[config.mk]
export PLATFORM = sky130hd
export DESIGN_NAME = motor_speed_ramp_pwm
export DESIGN_NICKNAME = d
export VERILOG_FILES = /design/src/sv/msr_pkg.sv /design/src/sv/msr_ramp.sv /design/src/sv/msr_map.sv /design/src/sv/motor_speed_ramp_pwm.sv
export SDC_FILE = /design/constraint.sdc
export NUM_CORES = 1
export LEC_CHECK = 0
export BUFFER_PORTS_ARGS = -buffer_cell sky130_fd_sc_hd__buf_2
export CAP_MARGIN = 20
export CORE_MARGIN = 5
export CORE_UTILIZATION = 44
export DETAILED_ROUTE_END_ITERATION = 16
export SLEW_MARGIN = 25
export SYNTH_ARGS = -nofsm -noshare
export SYNTH_HDL_FRONTEND = slang
export SYNTH_SLANG_ARGS = --single-unit
export TNS_END_PERCENT = 20
[constraint.sdc]
create_clock -name clk -period 16.68 [get_ports clk]
set_clock_uncertainty 0.15 [all_clocks]
set_input_delay 3.336 -clock clk [delete_from_list [all_inputs] [get_ports clk]]
set_output_delay 3.336 -clock clk [all_outputs]
set_load 0.03 [all_outputs]
[src/sv/msr_pkg.sv]
// ----------------------------------------------------------------------------
// msr_pkg: shared types and constants for the motor speed ramp
// Command codes, speed code limits, pulse mapping constants and register
// indexes used by the ramp, the pulse mapper and the top level.
// ----------------------------------------------------------------------------
package msr_pkg;

	localparam int CMD_W   = 2;
	localparam int CODE_W  = 8;
	localparam int MAG_W   = 7;
	localparam int PULSE_A_W = 21;
	localparam int PULSE_B_W = 20;
	localparam int CFG_IDX_W = 1;
	localparam int CFG_DATA_W = 8;
	localparam int IN_DATA_W  = 16;
	localparam int OUT_DATA_W = 56;

	localparam logic [CMD_W-1:0] CMD_SET  = 2'd0;
	localparam logic [CMD_W-1:0] CMD_TICK = 2'd1;
	localparam logic [CMD_W-1:0] CMD_OFF  = 2'd2;

	localparam logic [CFG_IDX_W-1:0] CFG_MOTOR_KIND = 1'b0;
	localparam logic [CFG_IDX_W-1:0] CFG_STEP_SIZE  = 1'b1;

	localparam logic KIND_DC = 1'b0;
	localparam logic KIND_RESET = 1'b0;
	localparam logic [CODE_W-1:0] STEP_RESET = 8'd10;

	localparam logic [CODE_W-1:0] SPEED_MID   = 8'd127;
	localparam logic [CODE_W-1:0] TARGET_LOW  = 8'd27;
	localparam logic [CODE_W-1:0] TARGET_HIGH = 8'd227;
	localparam logic [MAG_W-1:0]  SPEED_LIMIT = 7'd100;

	localparam logic [13:0]          DC_PULSE_PER_UNIT = 14'd9999;
	localparam logic [12:0]          BL_PULSE_PER_UNIT = 13'd5000;
	localparam logic [PULSE_A_W-1:0] BL_PULSE_MID      = 21'd1500000;

	typedef struct packed {
		logic              emit;
		logic              idle;
		logic [CODE_W-1:0] code;
	} ramp_res_t;

endpackage

[src/sv/msr_ramp.sv]
// ----------------------------------------------------------------------------
// msr_ramp: target and current speed code state
// Clamps set commands into the target, steps the current code toward the
// target on ticks and flags which commands give a result word.
// ----------------------------------------------------------------------------
module msr_ramp (
	input  logic                       clk,
	input  logic                       arst_n,
	input  logic                       adv,
	input  logic [msr_pkg::CMD_W-1:0]  cmd,
	input  logic [msr_pkg::CODE_W-1:0] req,
	input  logic [msr_pkg::CODE_W-1:0] step_size,
	output msr_pkg::ramp_res_t         res
);
	import msr_pkg::*;

	logic [CODE_W-1:0] target_q;
	logic [CODE_W-1:0] current_q;
	logic [CODE_W-1:0] req_clamped;
	logic [CODE_W-1:0] next_code;
	logic signed [CODE_W:0] diff;
	logic signed [CODE_W:0] lim;
	logic signed [CODE_W:0] step;
	logic is_tick;
	logic moves;

	always_comb begin
		if (req < TARGET_LOW) begin
			req_clamped = TARGET_LOW;
		end else if (req > TARGET_HIGH) begin
			req_clamped = TARGET_HIGH;
		end else begin
			req_clamped = req;
		end
	end

	// signed distance to target, limited to plus or minus step_size
	always_comb begin
		diff = $signed({1'b0, target_q}) - $signed({1'b0, current_q});
		lim  = $signed({1'b0, step_size});
		if (diff > lim) begin
			step = lim;
		end else if (diff < -lim) begin
			step = -lim;
		end else begin
			step = diff;
		end
		next_code = current_q + step[CODE_W-1:0];
	end

	assign is_tick = (cmd == CMD_TICK);
	assign moves   = is_tick && (current_q != target_q);

	always_comb begin
		res.emit = moves || (cmd == CMD_OFF);
		res.idle = (cmd == CMD_OFF);
		res.code = moves ? next_code : current_q;
	end

	always_ff @(posedge clk or negedge arst_n) begin
		if (!arst_n) begin
			target_q  <= SPEED_MID;
			current_q <= SPEED_MID;
		end else if (adv) begin
			case (cmd)
				CMD_SET: target_q <= req_clamped;
				CMD_OFF: target_q <= SPEED_MID;
				default: ;
			endcase
			if (moves) begin
				current_q <= next_code;
			end
		end
	end

endmodule

[src/sv/msr_map.sv]
// ----------------------------------------------------------------------------
// msr_map: speed code to pulse width mapping
// Turns the current speed code into nanosecond pulse widths for the DC
// H-bridge or the brushless servo pulse.
// ----------------------------------------------------------------------------
module msr_map (
	input  logic                          motor_kind,
	input  logic                          idle,
	input  logic [msr_pkg::CODE_W-1:0]    code,
	output logic [msr_pkg::PULSE_A_W-1:0] pulse_a,
	output logic [msr_pkg::PULSE_B_W-1:0] pulse_b
);
	import msr_pkg::*;

	logic signed [CODE_W:0] lvl;
	logic                   neg;
	logic [MAG_W-1:0]       mag;
	logic [PULSE_A_W-1:0]   dc_prod;
	logic [PULSE_A_W-1:0]   bl_prod;

	// level relative to stop, magnitude limited to 100
	always_comb begin
		lvl = $signed({1'b0, code}) - $signed({1'b0, SPEED_MID});
		neg = lvl[CODE_W];
		if (idle) begin
			mag = '0;
		end else if (neg) begin
			mag = (-lvl > $signed({2'b0, SPEED_LIMIT})) ? SPEED_LIMIT : MAG_W'(-lvl);
		end else begin
			mag = (lvl > $signed({2'b0, SPEED_LIMIT})) ? SPEED_LIMIT : lvl[MAG_W-1:0];
		end
	end

	assign dc_prod = PULSE_A_W'(mag) * DC_PULSE_PER_UNIT;
	assign bl_prod = PULSE_A_W'(mag) * BL_PULSE_PER_UNIT;

	always_comb begin
		if (motor_kind != KIND_DC) begin
			pulse_a = neg ? (BL_PULSE_MID - bl_prod) : (BL_PULSE_MID + bl_prod);
			pulse_b = '0;
		end else if (neg) begin
			pulse_a = '0;
			pulse_b = dc_prod[PULSE_B_W-1:0];
		end else begin
			pulse_a = dc_prod;
			pulse_b = '0;
		end
	end

endmodule

[src/sv/motor_speed_ramp_pwm.sv]
// ----------------------------------------------------------------------------
// motor_speed_ramp_pwm: slew-rate limited speed ramp with pwm pulse mapping
// Input register, ramp state and pulse mapper, and an output register.
// ----------------------------------------------------------------------------
// Takes one command word per clock unless the output side holds it. A word
// waits in the input register while the ramp state is updated and the pulse
// widths are mapped; any result word is loaded into the output register,
// which drives the master side. Set commands and ticks that find the current
// code already at the target give no result word. The input keeps flowing
// while a result waits; only a result-bearing command meeting a full, stalled
// output register holds the input side.
module motor_speed_ramp_pwm (
	input  logic                              clk,
	input  logic                              arst_n,
	input  logic                              s_tvalid,
	output logic                              s_tready,
	input  logic [msr_pkg::IN_DATA_W-1:0]     s_tdata,   // cmd, target_speed
	output logic                              m_tvalid,
	input  logic                              m_tready,
	output logic [msr_pkg::OUT_DATA_W-1:0]    m_tdata,   // pulse_a, pulse_b, speed_now
	input  logic                              cfg_we,
	input  logic [msr_pkg::CFG_IDX_W-1:0]     cfg_index,
	input  logic [msr_pkg::CFG_DATA_W-1:0]    cfg_data
);
	import msr_pkg::*;

	logic                 kind_q;
	logic [CODE_W-1:0]    step_q;
	logic                 valid_s1;
	logic [CMD_W-1:0]     cmd_s1;
	logic [CODE_W-1:0]    req_s1;
	logic                 adv_s1;
	ramp_res_t            res;
	logic [PULSE_A_W-1:0] pulse_a;
	logic [PULSE_B_W-1:0] pulse_b;
	logic                 out_valid_q;
	logic [OUT_DATA_W-1:0] out_data_q;

	always_ff @(posedge clk or negedge arst_n) begin
		if (!arst_n) begin
			kind_q <= KIND_RESET;
			step_q <= STEP_RESET;
		end else if (cfg_we) begin
			unique case (cfg_index)
				CFG_MOTOR_KIND: kind_q <= cfg_data[0];
				CFG_STEP_SIZE:  step_q <= cfg_data;
			endcase
		end
	end

	// a word with no result never waits for the output register
	assign adv_s1   = valid_s1 && (!res.emit || !out_valid_q || m_tready);
	assign s_tready = !valid_s1 || adv_s1;

	always_ff @(posedge clk or negedge arst_n) begin
		if (!arst_n) begin
			valid_s1 <= 1'b0;
		end else if (s_tvalid && s_tready) begin
			valid_s1 <= 1'b1;
		end else if (adv_s1) begin
			valid_s1 <= 1'b0;
		end
	end

	always_ff @(posedge clk) begin
		if (s_tvalid && s_tready) begin
			cmd_s1 <= s_tdata[CMD_W-1:0];
			req_s1 <= s_tdata[CMD_W+CODE_W-1:CMD_W];
		end
	end

	msr_ramp u_ramp (
		.clk       (clk),
		.arst_n    (arst_n),
		.adv       (adv_s1),
		.cmd       (cmd_s1),
		.req       (req_s1),
		.step_size (step_q),
		.res       (res)
	);

	msr_map u_map (
		.motor_kind (kind_q),
		.idle       (res.idle),
		.code       (res.code),
		.pulse_a    (pulse_a),
		.pulse_b    (pulse_b)
	);

	always_ff @(posedge clk or negedge arst_n) begin
		if (!arst_n) begin
			out_valid_q <= 1'b0;
		end else if (adv_s1 && res.emit) begin
			out_valid_q <= 1'b1;
		end else if (m_tready) begin
			out_valid_q <= 1'b0;
		end
	end

	always_ff @(posedge clk) begin
		if (adv_s1 && res.emit) begin
			out_data_q <= {7'b0, res.code, pulse_b, pulse_a};
		end
	end

	assign m_tvalid = out_valid_q;
	assign m_tdata  = out_data_q;

`ifndef ASSERT_OFF
	a_dc_one_side: assert property (@(posedge clk) disable iff (!arst_n)
		m_tvalid |-> (m_tdata[PULSE_A_W-1:0] == '0)
			|| (m_tdata[PULSE_A_W+PULSE_B_W-1:PULSE_A_W] == '0))
		else $error("both h-bridge sides driven");

	a_bl_no_b: assert property (@(posedge clk) disable iff (!arst_n)
		(m_tvalid && kind_q != KIND_DC) |-> (m_tdata[PULSE_A_W+PULSE_B_W-1:PULSE_A_W] == '0))
		else $error("second channel active in brushless mode");

	a_s1_hold: assert property (@(posedge clk) disable iff (!arst_n)
		(valid_s1 && !adv_s1) |=> (valid_s1 && $stable(cmd_s1) && $stable(req_s1)))
		else $error("input register lost a held word");

	a_ready_empty: assert property (@(posedge clk) disable iff (!arst_n)
		!valid_s1 |-> s_tready)
		else $error("input stalled with empty input register");
`endif

endmodule

---- After elaboration in Yosys (flattened, before gate mapping) ----
Index checks and enable logic that the tools add are counted.
storage, ports and cells
  register bits after elaboration ......... 86
  bits of input ports ..................... 30
  output and inout bits ................... 58
cells by class
  add/sub/neg operators ................... 7
  multipliers ............................. 2
  magnitude comparators ................... 6
  equality and inequality tests ........... 3
  mux-type cells .......................... 17
  bitwise logic cells ..................... 2
  reductions and logical operators ........ 19
operators with widths
  operator                                                    number
  2-to-1 mux 21 bit                                           3
  2-to-1 mux 8 bit                                            5
  2-to-1 mux 7 bit                                            4
  adder 21 x 20 -> 21 bit, first input constant               1
  multiplier 7 x 14 -> 21 bit, second input constant          1
  subtractor 21 x 20 -> 21 bit, first input constant          1
  > comparator 9 x 8 -> 1 bit, second input constant          2
  multiplier 7 x 10 -> 17 bit, second input constant          1
  one-hot mux 8 bit (2 select lines)                          1
  > comparator 9 bit                                          1
  less-than comparator 9 bit                                  1
  negator 8 -> 9 bit                                          1
  negator 9 bit                                               1
  subtractor 8 x 7 -> 9 bit, second input constant            1
  subtractor 8 x 8 -> 9 bit                                   1
  adder 8 bit                                                 1
  > comparator 8 bit, second input constant                   1
  less-than comparator 8 x 5 -> 1 bit, second input constant  1
  != test 8 bit                                               1
  AND reduction 2 bit                                         3
  nonzero test 2 bit                                          3
  logical AND 1 bit                                           4
  logical OR 1 bit                                            4
  2-to-1 mux 1 bit                                            4
  other kinds (6)                                             9

---- Longest topological paths before layout ----
Gate-level depths: netlist of run 1.
  depth after elaboration ................. 16
  gate-level depth with buffers ........... 58
  gate-level depth less buffers ........... 55

---- By module ----
Synthesis of run 1 repeated with hierarchy kept, for this count alone.
second synthesis, totals
  cells, all modules ...................... 924
  area, all modules ....................... 8410.6 um^2
modules (own cells, without submodules)
  module                instances  cells each  area an instance (um^2)  sequential area each (um^2)
  msr_map               1          552         3916.3                   0.0
  motor_speed_ramp_pwm  1          97          2303.5                   2049.5
  msr_ramp              1          275         2190.9                   417.9

---- Worst setup path before layout of run 1 ----
Ideal clock, no wire load.
  kind .................................... register to register
  start ................................... reg u_ramp.current_q[0]
  end ..................................... reg out_data_q[18], in the netlist m_tdata[18], data pin
  arrival ................................. 11133 ps
  data required time ...................... 16266 ps
  slack ................................... 5133 ps
  stages on the path, launching flop included .. 52
  buffers on the path ..................... 3
  clock period less this slack ............ 11547 ps
  path through ............................ dfstp_2 -> ha_1 -> inv_1 -> fa_1 -> nand3_1 -> a21oi_1 -> o21a_1 -> nor2_1 -> xnor2_1 -> ha_1 -> and4_1 -> o21ai_1 -> nand2_1 -> nor2_1 -> mux2i_1 -> clkbuf_1 -> nand2_1 -> o21ai_0 -> (+16 left out) -> nor3_1 -> fa_1 -> fa_1 -> ha_1 -> ha_1 -> ha_1 -> clkbuf_1 -> nand2_1 -> o21ai_0 -> a21oi_1 -> o21bai_1 -> xnor2_1 -> or4_1 -> o21ai_0 -> o21ai_0 -> a311oi_1 -> xnor2_1 -> o21ai_1
on the way
  cells in the longest elaborated chain, start to end .. 16
  elaborated cells between the ends (all ways) .. 24
RTL lines
  element                                                                  line                         text
  from (decl)                                                              msr_ramp.sv:18               logic [CODE_W-1:0] current_q;
  from (signal assigned)                                                   msr_ramp.sv:71               current_q <= next_code;
  subtractor 8 x 8 -> 9 bit                                                msr_ramp.sv:39               diff = $signed({1'b0, target_q}) - $signed({1'b0, current_q});
  less-than comparator 9 bit                                               msr_ramp.sv:43               end else if (diff < -lim) begin
  2-to-1 mux 8 bit                                                         msr_ramp.sv:43
  2-to-1 mux 8 bit                                                         msr_ramp.sv:41               if (diff > lim) begin
  adder 8 bit                                                              msr_ramp.sv:48               next_code = current_q + step[CODE_W-1:0];
  2-to-1 mux 8 bit *                                                       msr_ramp.sv:57               res.code = moves ? next_code : current_q;
  subtractor 8 x 7 -> 9 bit *                                              msr_map.sv:23                lvl = $signed({1'b0, code}) - $signed({1'b0, SPEED_MID});
  negator 9 bit                                                            msr_map.sv:28                mag = (-lvl > $signed({2'b0, SPEED_LIMIT})) ? SPEED_LIMIT : MAG_W'(-lvl);
  > comparator 9 x 8 -> 1 bit                                              msr_map.sv:28
  2-to-1 mux 7 bit                                                         msr_map.sv:28
  2-to-1 mux 7 bit                                                         msr_map.sv:27                end else if (neg) begin
  2-to-1 mux 7 bit                                                         msr_map.sv:25                if (idle) begin
  multiplier 7 x 10 -> 17 bit                                              msr_map.sv:35                assign bl_prod = PULSE_A_W'(mag) * BL_PULSE_PER_UNIT;
  adder 21 x 20 -> 21 bit or subtractor 21 x 20 -> 21 bit (tied branches)  msr_map.sv:39                pulse_a = neg ? (BL_PULSE_MID - bl_prod) : (BL_PULSE_MID + bl_prod);
  2-to-1 mux 21 bit                                                        msr_map.sv:39
  2-to-1 mux 21 bit *                                                      msr_map.sv:38                if (motor_kind != KIND_DC) begin
  via pulse_a[18]                                                          motor_speed_ramp_pwm.sv:34   logic [PULSE_A_W-1:0] pulse_a;
  to (signal assigned)                                                     motor_speed_ramp_pwm.sv:102  out_data_q <= {7'b0, res.code, pulse_b, pulse_a};
  to (decl)                                                                motor_speed_ramp_pwm.sv:37   logic [OUT_DATA_W-1:0] out_data_q;
The timed path passes the listed nets; every way through them passes the cells marked *.
A chain may end at the register's enable or synchronous reset.

==> results of run 1 <==
==> worst max-delay path by stage <==
stage                                    startpoint  slack (ns)                     to  cells past startpoint
floorplan           u_ramp.current_q[0]$_DFFE_PN1P_        5.13  m_tdata[18]$_DFFE_PP_                     51
global placement    u_ramp.current_q[2]$_DFFE_PN1P_        3.50  m_tdata[18]$_DFFE_PP_                     48
detailed placement  u_ramp.current_q[0]$_DFFE_PN1P_        3.49  m_tdata[18]$_DFFE_PP_                     49
CTS                 u_ramp.current_q[2]$_DFFE_PN1P_        3.42  m_tdata[18]$_DFFE_PP_                     48
global route        u_ramp.current_q[2]$_DFFE_PN1P_        2.22  m_tdata[18]$_DFFE_PP_                     48
finish              u_ramp.current_q[2]$_DFFE_PN1P_        3.25  m_tdata[18]$_DFFE_PP_                     48
==> cell type report <==
cell class / count / share of cell area (%)
clock inverter: 6 / 0.751
multi-input combinational: 727 / 58.6
timing repair buffer: 82 / 4.70
inverter: 80 / 3.31
sequential: 86 / 26.9
clock buffer: 10 / 2.50
tap: 234 / 3.20
==> registers in the layout, indices dropped and copies added (netlist names) <==
signal	count
cmd_s1	2
valid_s1	1
req_s1	8
m_tvalid	1
step_q	8
u_ramp.target_q	8
u_ramp.current_q	8
m_tdata	49
kind_q	1
==> layer usage <==
metal	track usage, %	share of wire, %	vias up
li1	-	-	3454
met1	29.7	51	3246
met2	30.1	44	147
met3	3.27	3.8	9
met4	3.08	0.89	0
met5	0	0	-
==> kinds of logic (layout without fill, tap and decap cells) <==
kind of cell | after synthesis | in the layout | share of synthesized area [%]
and+or+nand+nor | 275 | 275 | 16.4
AOI/OAI and AO/OA | 246 | 246 | 19.1
adders and majority gates | 123 | 123 | 20.2
buffers and inverters | 121 | 178 | 5.97
DFF | 86 | 86 | 29.7
xor gates and xnor gates | 57 | 57 | 6.02
muxes | 19 | 19 | 2.56
other | 1 | 7 | 0.0452
==> stage by stage <==
| step | hold slack [ns] | setup slack (ns) | std cells | cell area, um^2 |
|---|---|---|---|---|
| after global routing | 0.377 | 2.22 | 1225 | 9160 |
| after floorplan | 0.320 | 5.13 | 934 | 8320 |
| after CTS | 0.352 | 3.42 | 1225 | 9160 |
| after global placement | 0.340 | 3.50 | 1209 | 8860 |
| final | 0.348 | 3.25 | 1225 | 9160 |
| after detailed placement | 0.343 | 3.49 | 1209 | 8860 |
==> placed cells by master (no fill, tap or decap), types with 18 or more instances in the layout <==
cell	netlist	final
a21oi_1	72	72
buf_2	7	74
edfxtp_1	59	59
fa_1	18	18
ha_1	105	105
inv_1	78	78
nand2_1	52	52
nand3_1	20	20
nor2_1	87	86
nor3_1	24	24
o21ai_0	62	62
xnor2_1	45	45
==> Yosys cell counts (4+ instances only) <==
| cell | instances | area share [%] |
|---|---|---|
| ha_1 | 105 | 16 |
| nor2_1 | 87 | 3.9 |
| inv_1 | 78 | 3.5 |
| a21oi_1 | 72 | 4.3 |
| o21ai_0 | 62 | 3.7 |
| edfxtp_1 | 59 | 21 |
| nand2_1 | 52 | 2.4 |
| xnor2_1 | 45 | 4.7 |
| clkbuf_1 | 25 | 1.1 |
| nor3_1 | 24 | 1.4 |
| nand3_1 | 20 | 1.2 |
| fa_1 | 18 | 4.3 |
| or3_1 | 17 | 1.3 |
| dfstp_2 | 16 | 5.1 |
| a21o_1 | 14 | 1.3 |
| xor2_1 | 12 | 1.3 |
| dfrtp_1 | 11 | 3.3 |
| nand2b_1 | 11 | 0.83 |
| nand4_1 | 11 | 0.83 |
| mux2i_1 | 10 | 1.2 |
| a31oi_1 | 9 | 0.68 |
| nor2b_1 | 9 | 0.68 |
| o21a_1 | 9 | 0.81 |
| buf_4 | 8 | 0.72 |
| mux2_2 | 8 | 1.1 |
| o21bai_1 | 8 | 0.72 |
| o31ai_1 | 8 | 0.72 |
| or2_2 | 8 | 0.60 |
| a211oi_1 | 7 | 0.63 |
| and3_1 | 7 | 0.53 |
| buf_2 | 7 | 0.42 |
| o22ai_1 | 7 | 0.53 |
| and2_1 | 5 | 0.38 |
| o211ai_1 | 5 | 0.45 |
| a311oi_1 | 4 | 0.42 |
| nor4_1 | 4 | 0.30 |
| o21ai_1 | 4 | 0.24 |
| or4_1 | 4 | 0.36 |
==> critical path: cells and delay by family, from the launching register on <==
family	cells	cell delay, ns
compound gates	22	5.03
fa+ha+maj	10	3.35
simple gates	8	2.31
xor+xnor	3	0.75
buf+inv	4	0.70
flops	1	0.61
mux	1	0.23
==> flow_results.org, run 1 <==
** Run status
- The run finished with clean final reports.

** STA
- Worst Tran Pin Value :: a little under 0.9 ns
- The count of endpoints failing hold in the final timing report came to 0.
- Total negative setup slack :: 0 ns
- Final number of max-transition violations :: 0
- Relative slew slack :: about two fifths
- The worst path needs roughly 13 ns of the cycle, external delays included.
- The worst path uses approximately 80% of the clock period.
- Setup repair after global routing left no endpoint under its margin.
- Final setup violation count :: 0
- Based on the critical path, the design can be clocked at up to 74.5 MHz.

** Route
- After detailed routing, the number of vias per cell comes to between 5 and 6.
- DRC Markers :: 0
- Violation count after the first detailed-routing iteration :: between 500 and 600
- The detail route stage leaves a number of antenna-violating nets equal to 0.
- After detailed routing, the average wire length per cell comes to between 15 and 20 um.
- Summing over every cut layer, the via total after detailed routing is between 6000 and 7000.
- Routed wire length :: about 21000 um
- DRT Pass-1 Iters :: 5

** Finish
- Summing all multi-input logic gate instances after layout gives 5370 um^2.
- At the end of the flow, the number of nets in the layout was between 1000 and 1500.
- FF/Latch Area :: 2470 um^2
- In the final layout, the share of cells above drive strength 1 is between 10% and 20%.
- Measured on the finished design, the core utilization comes to 49.1%.
- The number of antenna diodes in the final layout is 0.
- Fill cells in the final layout number around 1800.
- Layout area overhead :: 10.4%

** Setup path
- Max Fanout on Critical Path :: 21
- Required arrival time at the worst endpoint :: 16.60 ns
- The largest individual stage delay along the critical path comes from the cell dfstp_2.
- The worst register-to-register path has a setup slack of 3.25 ns.
- The startpoint identified for the worst register-to-register timing path is u_ramp.current_q[2]$_DFFE_PN1P_.
- The worst setup path is launched from a register.
- Data on the critical path arrives at its endpoint at around 13 ns.
- Worst setup path category :: reg -> reg
- Endpoint kind of the worst setup timing path :: register
- Reg-to-reg critical path endpoint :: m_tdata[18]$_DFFE_PP_
- Count of cells along the worst register-to-register path :: 48
- The most numerous cell type found on the critical path is ha_1.
- In this design, the stage delay of the slowest critical-path cell is ~0.61 ns.

** Synthesis
- Fraction of the yosys area taken by sequential cells :: between 20% and 30%
- Yosys printed 0 warnings.
- The synthesized netlist occupies a cell area of 8300 um^2.
- Number of standard cells after synthesis :: 928
- Count of flip-flops with a built-in enable after synthesis :: a little under 60
- The number of different library cells used by synthesis comes to 76.
- Counting flops and latches in the post-synthesis netlist gives 86.
- Among all flip-flop cells after synthesis, the most frequent one is edfxtp_1.
- The average instance in the mapped netlist occupies approximately 8.9 um^2.
- Of all flip-flops after synthesis, the portion carrying an async set or reset was between 30% and 40%.

** Global routing
- The initial antenna violation count came to 0.
- Entering global routing, the biggest net connects 50 pins.
- Total Routing Usage GR :: about 20%
- First-pass GRT wire length :: 34800 um
- Summed over all layers, the global routing overflow is 0.
- Vias in the first global route :: 6533

** Min path
- The path with the worst hold slack has its endpoint at u_ramp.current_q[5]$_DFFE_PN1P_.
- The worst hold path begins at u_ramp.current_q[5]$_DFFE_PN1P_.
- Class of the tightest hold or removal check :: reg -> reg
- Cell depth of the worst hold path :: 2

** Die
- The floorplan has 50 rows.
- Die Outline Area :: 21700 um^2
- DIE HEIGHT :: about 150 um
- Core outline area :: roughly 19000 um^2
- Count of boundary I/O pins :: 88
- Starting utilization of the core area :: about 45%
- Die Wd :: ~150 um

** Placed design
- The HPWL after detailed placement is ~17000 um.
- Quantity of I/O buffers inserted on ports :: 74
- Routability-driven placement finished with a final weighted congestion of between 0.8 and 0.9.

** Clocking
- Clock tree synthesis selected as its root buffer the cell clkbuf_16.
- Clock insertion delay at the later pin of the skew report :: 0.34 ns
- CTS H-tree lvls :: 3
- Num CTS Buffers :: 9
- Number of hold buffers added after cts :: 0
- Clock tree synthesis found a total of 86 sinks.
- TritonCTS built the clock tree.
- Post-CTS setup repair buffer count :: 0
- Clock-pin slew reported for the worst setup and hold paths after clock tree synthesis :: 0.07 ns
- After clock tree synthesis, the repair step resized 0 gates.
- Max Buffers Root-to-Sink :: 2

** Job
- Max-cap violation count :: 0
Power of run 1 is left out: the tool's default activity adds up to more than one toggle a clock period on the data nets, which glitch-free logic cannot reach.
==> inputs of run 2 (changes only) <==
--- a/config.mk
+++ b/config.mk
@@ -5,6 +5,7 @@
 export SDC_FILE = /design/constraint.sdc
 export NUM_CORES = 1
 export LEC_CHECK = 0
+export ABC_AREA = 1
 export BUFFER_PORTS_ARGS = -buffer_cell sky130_fd_sc_hd__buf_2
 export CAP_MARGIN = 20
 export CORE_MARGIN = 5
==> constraint.sdc (replaced) <==
create_clock -name clk -period 14 [get_ports clk]
set_clock_uncertainty 0.15 [all_clocks]
set_input_delay 2.8 -clock clk [delete_from_list [all_inputs] [get_ports clk]]
set_output_delay 2.8 -clock clk [all_outputs]
set_load 0.03 [all_outputs]
==> run 2 against run 1 <==
Utilization is 0.43 points higher. Largest cell class unchanged. First-iteration DRC count decreased by 34%. Final area shrank 3.1%. Cell count rose by 4.9%. Area after synthesis shrank 3.7%.
==> flow_results.org, run 2 <==
** Global routing
- The leftover overflow at the end of global routing is 0 (unchanged).
- The number of global-route vias before repair came to 6173 (was 6533).
- The first-pass GRT wire length is 31000 um (was 34800 um).
- The initial antenna violation count is 0 (unchanged).
- Maximum number of pins on one net before global-route repair :: 50 (unchanged)
- The total routing resource utilization after global routing came to 18.7% (was 19.6%).

** STA
- The final-report max-slew violation count came to 0 (unchanged).
- Worst Tran Pin Value :: 0.834 ns (was 0.873 ns)
- The max-slew headroom at the worst pin was 44.4% (was 41.3%).
- The count of endpoints failing hold in the final timing report is 0 (unchanged).
- The total negative slack was 0 ns (unchanged).
- Time the final worst path needs with I/O delays and setup :: 11.81 ns (was 13.43 ns)
- Final setup violation count :: 0 (unchanged)
- RSZ-0062 raised after global routing :: false (unchanged)
- Final worst-path cycle share :: 84.3% (was 80.5%)
- Highest Clock Rate :: 84.7 MHz (was 74.5 MHz)

** Finish
- Diodes inserted :: 0 (unchanged)
- The number of flip-flops in the largest register is 49 (unchanged).
- Layout area overhead :: 11.0% (was 10.4%)
- The area occupied by registers was 2470 um^2 (unchanged).
- Layout Utilization :: 49.6% (was 49.1%)
- Non-filler cells, final :: 1285 (was 1225)
- The post-layout net count is 1204 (was 1139).
- Most common cell after layout, fill and taps aside :: nand2_1 (was ha_1)
- Commonest cells after routing, fill and taps aside: nand2_1, inv_1, ha_1 (was ha_1, nor2_1, inv_1).
- Layout fillers :: 1750 (was 1803)
- Area of combinational cells with multiple inputs :: 4800 um^2 (was 5370 um^2)
- Share of post-route cells with drive strength above 1 :: 16.8% (was 14.7%)

** Clocking
- Clock tree from TritonCTS :: done (unchanged)
- Post-CTS sizing :: 0 (unchanged)
- The post-CTS setup buffer count was 0 (unchanged).
- Total clock sinks :: 86 (unchanged)
- Num CTS Buffers :: 9 (unchanged)
- Number of hold buffers added after cts :: 0 (unchanged)
- CTS H-tree lvls :: 3 (unchanged)
- The clock latency reported for the late side of the worst-skew pair was 0.34 ns (about the same).
- Max Buffers Root-to-Sink :: 2 (unchanged)
- The clock tree root buffer cell is clkbuf_16 (unchanged).
- Clock-pin slew reported for the worst setup and hold paths after clock tree synthesis :: 0.07 ns (about the same)

** Synthesis
- Simple-gate area share of the yosys netlist :: 21.9% (was 16.4%)
- The warning count from the yosys run came to 0 (unchanged).
- Most used flip-flop cell after synthesis :: edfxtp_1 (unchanged)
- Ranking of synthesized cells by area: edfxtp_1, ha_1, nand2_1 (was edfxtp_1, ha_1, dfstp_2).
- The multiplexer fraction of the synthesized cell area was 0.125% (was 2.56%).
- The number of enable flip-flop cells after synthesis came to 59 (unchanged).
- The total standard cell area after synthesis was 7990 um^2 (was 8300 um^2).
- Synthesized area per cell :: 8.16 um^2 (was 8.94 um^2)
- The synthesized flop and latch total is 86 (unchanged).
- Compound-Gate Fraction of Synth Area :: 11.8% (was 19.1%)
- The share of Yosys cell area claimed by the top area cell type is 22.2% (was 21.4%).
- Cell accounting for the most synthesized area :: edfxtp_1 (unchanged)
- The share of synthesized area occupied by flip-flops and latches was 30.9% (was 29.7%).
- The most repeated cell in the gate-level netlist after synthesis is nand2_1 (was ha_1).
- The combinational family with the most area after synthesis is simple AND/OR/NAND/NOR gates (was adder cells).
- The share of async-settable or async-resettable flops after synthesis is 31.4% (unchanged).
- Synth unique cells :: 54 (was 76)
- XOR/XNOR share of the synthesized area :: 4.90% (was 6.02%)
- Number of standard cells after synthesis :: 980 (was 928)
- Share of synthesized cell area in full adder, half adder and majority cells :: 20.9% (was 20.2%)
- Most frequent cells after synthesis: nand2_1, inv_1, ha_1, nor2_1, edfxtp_1 (was ha_1, nor2_1, inv_1, a21oi_1, o21ai_0).

** Route
- Remaining number of nets flagged by the antenna check after routing :: 0 (unchanged)
- The routed length per instance was 14.9 um (was 17.1 um).
- DRC Markers :: 0 (unchanged)
- The vias per cell is 5.08 (was 5.60).
- Vias :: 6530 (was 6856)
- Routed wire length :: 19100 um (was 20900 um)
- Violation count after the first detailed-routing iteration :: 377 (was 567)
- The detailed-router iteration count before antenna repair is 4 (was 5).

** Setup path
- The delay contributed by the slowest stage of the critical path came to 0.55 ns (was 0.61 ns).
- The cell type of the slowest stage on the worst timing path is dfstp_2 (unchanged).
- The signal arrival time at the worst endpoint is 11.73 ns (was 13.35 ns).
- The worst reg2reg path endpoint is m_tdata[17]$_DFFE_PP_ (was m_tdata[18]$_DFFE_PP_).
- The critical path class is reg -> reg (unchanged).
- The cell occurring most often along the worst timing path was nand2_1 (was ha_1).
- The flop-to-flop setup slack is 2.19 ns (was 3.25 ns).
- The startpoint of the most critical register-to-register path is u_ramp.current_q[2]$_DFFE_PN1P_ (unchanged).
- Max Fanout on Critical Path :: 25 (was 21)
- Last element of the critical path :: m_tdata[17]$_DFFE_PP_ (was m_tdata[18]$_DFFE_PP_)
- The number of cell instances on the worst register-to-register path came to 57 (was 48).
- Endpoint kind of the worst setup timing path :: register (unchanged)
- The critical path required time came to 13.92 ns (was 16.60 ns).
- The element type at the critical path start is a register (unchanged).
- The launching element of the worst setup path is u_ramp.current_q[2]$_DFFE_PN1P_ (unchanged).

** Die
- The die span in x came to 145 um (was 147 um).
- The core area came to 17900 um^2 (was 18600 um^2).
- The die area is 21000 um^2 (was 21700 um^2).
- The standard-cell row count came to 49 (was 50).
- Count of boundary I/O pins :: 88 (unchanged)
- Starting utilization of the core area :: 44.6% (was 44.5%)
- DIE HEIGHT :: 145 um (was 147 um)

** Placed design
- Estimated wirelength of the detail-placed design :: 15700 um (was 16600 um)
- The number of placed cells counting well taps is 1269 (was 1209).
- The count of input and output buffers came to 74 (unchanged).
- The placer congestion estimate came to 0.903 (was 0.884).

** Run status
- Result of the run: finished clean (unchanged).

** Job
- The max capacitance violation total is 0 (unchanged).

** Min path
- Class of the tightest hold or removal check :: reg -> reg (unchanged)
- The depth of the worst hold-timing path was 2 (unchanged).
[run 2: changes by cell type in the layout (fill, tap and decap cells not counted), moves of 11 or more]
cell	before	now
nand2b_1	11	0
nand3_1	20	56
nor3_1	24	9
nand2_2	0	20
xor2_1	12	36
nand2_1	52	160
or3_1	17	1
xnor2_1	45	5
inv_1	78	153
nor2_1	86	75
a21oi_1	72	58
[run 2: logic make-up (layout without fill, tap and decap cells)]
kind of cell,count (synthesis),count (layout)
compound gates,168,168
xor+xnor,43,43
fa+ha+maj,123,123
buf+inv,189,259
flops,86,86
mux,1,1
other cells,1,7
simple gates,369,369
[run 2: layer usage]
metal	vias up	GRT usage [%]	share of wire (%)
li1	3378	-	-
met1	3017	25.7	46
met2	114	31.3	49
met3	21	2.23	3.7
met4	0	4.61	1.5
met5	-	0	0
[run 2: through the flow]
stage	hold slack (ns)	setup slack [ns]	instance area (um^2)
after floorplan	0.296	4.00	8020
after global placement	0.309	2.26	8570
after detailed placement	0.312	2.24	8570
after CTS	0.321	2.23	8870
after global routing	0.335	1.19	8870
final	0.317	2.19	8870
[run 2: worst min-delay path by stage]
stage | start | to | slack (ns)
2_1_floorplan | u_ramp.target_q[5]$_DFFE_PN1P_ | u_ramp.target_q[5]$_DFFE_PN1P_ | 0.30
3_3_place_gp | u_ramp.target_q[5]$_DFFE_PN1P_ | u_ramp.target_q[5]$_DFFE_PN1P_ | 0.31
4_1_cts | u_ramp.target_q[5]$_DFFE_PN1P_ | u_ramp.target_q[5]$_DFFE_PN1P_ | 0.32
6_report | u_ramp.target_q[5]$_DFFE_PN1P_ | u_ramp.target_q[5]$_DFFE_PN1P_ | 0.32
5_1_grt | u_ramp.target_q[6]$_DFFE_PN1P_ | u_ramp.target_q[6]$_DFFE_PN1P_ | 0.33
3_5_place_dp | u_ramp.target_q[5]$_DFFE_PN1P_ | u_ramp.target_q[5]$_DFFE_PN1P_ | 0.31
[run 2: area by class of cell]
class | instances | area share (%)
sequential | 86 | 27.8
multi-input combinational | 711 | 54.2
clock buffer | 10 | 2.58
clock inverter | 6 | 0.776
inverter | 169 | 7.28
timing repair buffer | 74 | 4.17
tap | 229 | 3.23
[run 2: worst max-delay path, delay by kind of cell (launching register included)]
kind | cells | cell delay [ns]
adder cells (fa/ha/maj) | 9 | 2.92
AO/OA/AOI/OAI | 20 | 3.34
buffers and inverters | 8 | 1.04
flip-flops | 1 | 0.55
XOR/XNOR | 3 | 0.56
AND/OR/NAND/NOR | 17 | 2.92
Power of run 2 is left out for the same reason.
==> inputs of run 3 (changes only) <==
--- a/config.mk
+++ b/config.mk
@@ -5,7 +5,7 @@
 export SDC_FILE = /design/constraint.sdc
 export NUM_CORES = 1
 export LEC_CHECK = 0
-export ABC_AREA = 1
+export ABC_AREA = 0
 export BUFFER_PORTS_ARGS = -buffer_cell sky130_fd_sc_hd__buf_2
 export CAP_MARGIN = 20
 export CORE_MARGIN = 5
==> constraint.sdc (replaced) <==
create_clock -name clk -period 11.6 [get_ports clk]
set_clock_uncertainty 0.15 [all_clocks]
set_input_delay 2.32 -clock clk [delete_from_list [all_inputs] [get_ports clk]]
set_output_delay 2.32 -clock clk [all_outputs]
set_load 0.03 [all_outputs]
==> run 3 against run 2 <==
Sequential share of layout area is 2.5 points lower. Critical path depth is 6 lower. Maximum frequency is 6.9% higher. Worst hold slack better by 0.043 ns. Highest routed layer unchanged. Count of clock-buffer cells in the layout stayed put. Critical path type unchanged.
==> flow_results.org, run 3 (same netlist as run 1, synthesis figures left out) <==
** Setup path
- The delay contributed by the slowest stage of the critical path came to 0.55 ns (about the same).
- The critical path class is reg -> reg (unchanged).
- The element type at the critical path start is a register (unchanged).
- The worst reg2reg path endpoint is m_tdata[18]$_DFFE_PP_ (was m_tdata[17]$_DFFE_PP_).
- The critical path required time came to 11.53 ns (was 13.92 ns).
- Crit path buf inv count :: 8 (unchanged)
- The signal arrival time at the worst endpoint came to 10.98 ns (was 11.73 ns).
- Max Fanout on Critical Path :: 13 (was 25)
- Cell with the biggest individual delay on the critical path :: dfstp_2 (unchanged)
- The cell class contributing the biggest share of worst-path delay was adder cells (was compound AO/OA/AOI/OAI gates).
- Reg-to-reg critical path startpoint :: u_ramp.current_q[0]$_DFFE_PN1P_ (was u_ramp.current_q[2]$_DFFE_PN1P_)
- Count of cells along the worst register-to-register path :: 51 (was 57)
- Endpoint kind of the worst setup timing path :: register (unchanged)
- Cell repeated most along the worst path :: ha_1 (was nand2_1)
- Setup slack on the worst flop-to-flop path :: 0.55 ns (was 2.19 ns)

** Min path
- Cell depth of the worst hold path :: 2 (unchanged)
- The startpoint of the worst hold path is u_ramp.target_q[5]$_DFFE_PN1P_ (unchanged).
- Hold worst-path end :: u_ramp.target_q[5]$_DFFE_PN1P_ (unchanged)
- The worst hold-check path type is reg -> reg (unchanged).

** Placed design
- Inst Count DP :: 1250 (was 1269)
- The final HPWL from detailed placement is 16900 um (was 15700 um).
- Quantity of I/O buffers inserted on ports :: 74 (unchanged)
- Last weighted congestion value of the routability-driven placer :: 0.888 (was 0.903)

** Finish
- The post-layout instance count excluding filler cells is 1271 (was 1285).
- The most common library cell in the layout ignoring fill and taps is ha_1 (was nand2_1).
- # nets final :: 1185 (was 1204)
- The number of antenna cells inserted came to 0 (unchanged).
- The number of flip-flops in the largest register was 49 (unchanged).
- Share of post-route cells with drive strength above 1 :: 23.4% (was 16.8%)
- Commonest cells after routing, fill and taps aside: ha_1, nor2_1, inv_1 (was nand2_1, inv_1, ha_1).
- Layout area overhead :: 17.7% (was 11.0%)
- The number of fillers in the final layout is 1774 (was 1750).

** Global routing
- The initial antenna violation count is 0 (unchanged).
- The number of global-route vias before repair came to 6663 (was 6173).
- Maximum number of pins on one net before global-route repair :: 50 (unchanged)
- The first-pass GRT wire length was 34700 um (was 31000 um).
- The leftover overflow at the end of global routing is 0 (unchanged).
- Total Routing Usage GR :: 19.7% (was 18.7%)

** Clocking
- The number of buffers on the longest clock path came to 2 (unchanged).
- Clock tree from TritonCTS :: done (unchanged)
- Clock insertion delay at the later pin of the skew report :: 0.35 ns (was 0.34 ns)
- The level count of the clock H-tree is 3 (unchanged).
- The total CTS buffers is 9 (unchanged).
- Clock-pin slew reported for the worst setup and hold paths after clock tree synthesis :: 0.07 ns (about the same)
- The number of sinks driven by the clock tree is 86 (unchanged).
- Root buffer selected by CTS :: clkbuf_16 (unchanged)

** Die
- Count of boundary I/O pins :: 88 (unchanged)
- The initial core utilization came to 44.5% (was 44.6%).
- The die area is 21700 um^2 (was 21000 um^2).
- The die span in x is 147 um (was 145 um).
- DIE HEIGHT :: 147 um (was 145 um)
- Core outline area :: 18600 um^2 (was 17900 um^2)
- The standard-cell row count is 50 (was 49).

** Run status
- Result of the run :: finished clean (unchanged)

** Route
- Violation count after the first detailed-routing iteration :: 554 (was 377)
- Vias :: 7133 (was 6530)
- Vias per cell :: 5.61 (was 5.08)
- The detailed-router iteration count before antenna repair is 5 (was 4).
- The routed length per instance was 17.0 um (was 14.9 um).
- Remaining number of nets flagged by the antenna check after routing :: 0 (unchanged)
- The count of unresolved DRC violations after routing came to 0 (unchanged).
- Routed wire length :: 21600 um (was 19100 um)

** STA
- The final critical-path share of the clock period is 95.3% (was 84.3%).
- Highest Clock Rate :: 90.5 MHz (was 84.7 MHz)
- Final setup violation count :: 0 (unchanged)
- The final-report max-slew violation count was 0 (unchanged).
- Relative slew slack :: 42.6% (was 44.4%)
- The time the final worst path needs with I/O delays and setup was 11.05 ns (was 11.81 ns).
- The slew at the pin closest to its max-slew limit is 0.858 ns (was 0.834 ns).
- The count of endpoints failing hold in the final timing report was 0 (unchanged).

** Job
- The max capacitance violation total is 0 (unchanged).
run 3: layout make-up:
cell class	instances	area (um^2)	share of cell area, %
multi-input cells	727	5640	57.8
flip-flops and latches	86	2470	25.3
repair buffers	128	779	7.98
inverters	80	308	3.15
well taps	234	293	3.00
clock buffers	10	229	2.34
clock inverters	6	46.3	0.474
run 3: how the worst max path moves through the flow:
stage,from,cells past startpoint,slack [ns],endpoint
6_report,u_ramp.current_q[0]$_DFFE_PN1P_,51,0.55,m_tdata[18]$_DFFE_PP_
5_1_grt,u_ramp.current_q[1]$_DFFE_PN1P_,52,-0.04,m_tdata[17]$_DFFE_PP_
2_1_floorplan,u_ramp.current_q[0]$_DFFE_PN1P_,51,0.05,m_tdata[18]$_DFFE_PP_
3_5_place_dp,u_ramp.current_q[3]$_DFFE_PN1P_,52,-0.02,m_tdata[17]$_DFFE_PP_
3_3_place_gp,u_ramp.current_q[3]$_DFFE_PN1P_,52,-0.04,m_tdata[17]$_DFFE_PP_
4_1_cts,u_ramp.current_q[0]$_DFFE_PN1P_,54,0.007,m_tdata[17]$_DFFE_PP_
run 3: repair_timing:
item / in CTS / in global routing
buffers inserted: 0 / 5
pin swaps: 0 / 18
resized for setup: 3 / 71
cloned: 0 / 0
hold buffers: 0 / 0
setup endpoints to repair: 5 / 18
run 3: worst reg2reg max path: cells and delay by family (launching register included):
family,cells,cell delay (ns)
AOI/OAI and AO/OA,17,3.01
xor gates and xnor gates,4,0.77
adders and majority gates,9,3.02
buffers and inverters,8,0.78
DFF,1,0.55
muxes,1,0.11
and+or+nand+nor,12,2.40
run 3: through the flow:
step           worst slack [ns]  hold WS (ns)  area (um^2)  util (%)  TNS (ns)
2_1_floorplan            0.0526         0.320         8320         -         0
3_3_place_gp            -0.0386         0.335         9170      49.2   -0.0386
3_5_place_dp            -0.0165         0.348         9170      49.2   -0.0165
4_1_cts                 0.00740         0.361         9460      50.8         0
5_1_grt                 -0.0365         0.398         9770      52.4   -0.0702
6_report                  0.550         0.360         9770      52.4         0
run 3: layer usage:
metal  vias up  global-route usage (%)  share of wire [%]
met5         -                       0                  0
met4         0                    4.24                1.1
met3        18                    3.24                4.9
met2       175                    29.6                 44
met1      3406                    29.9                 50
li1       3534                       -                  -
Power of run 3 is left out for the same reason.
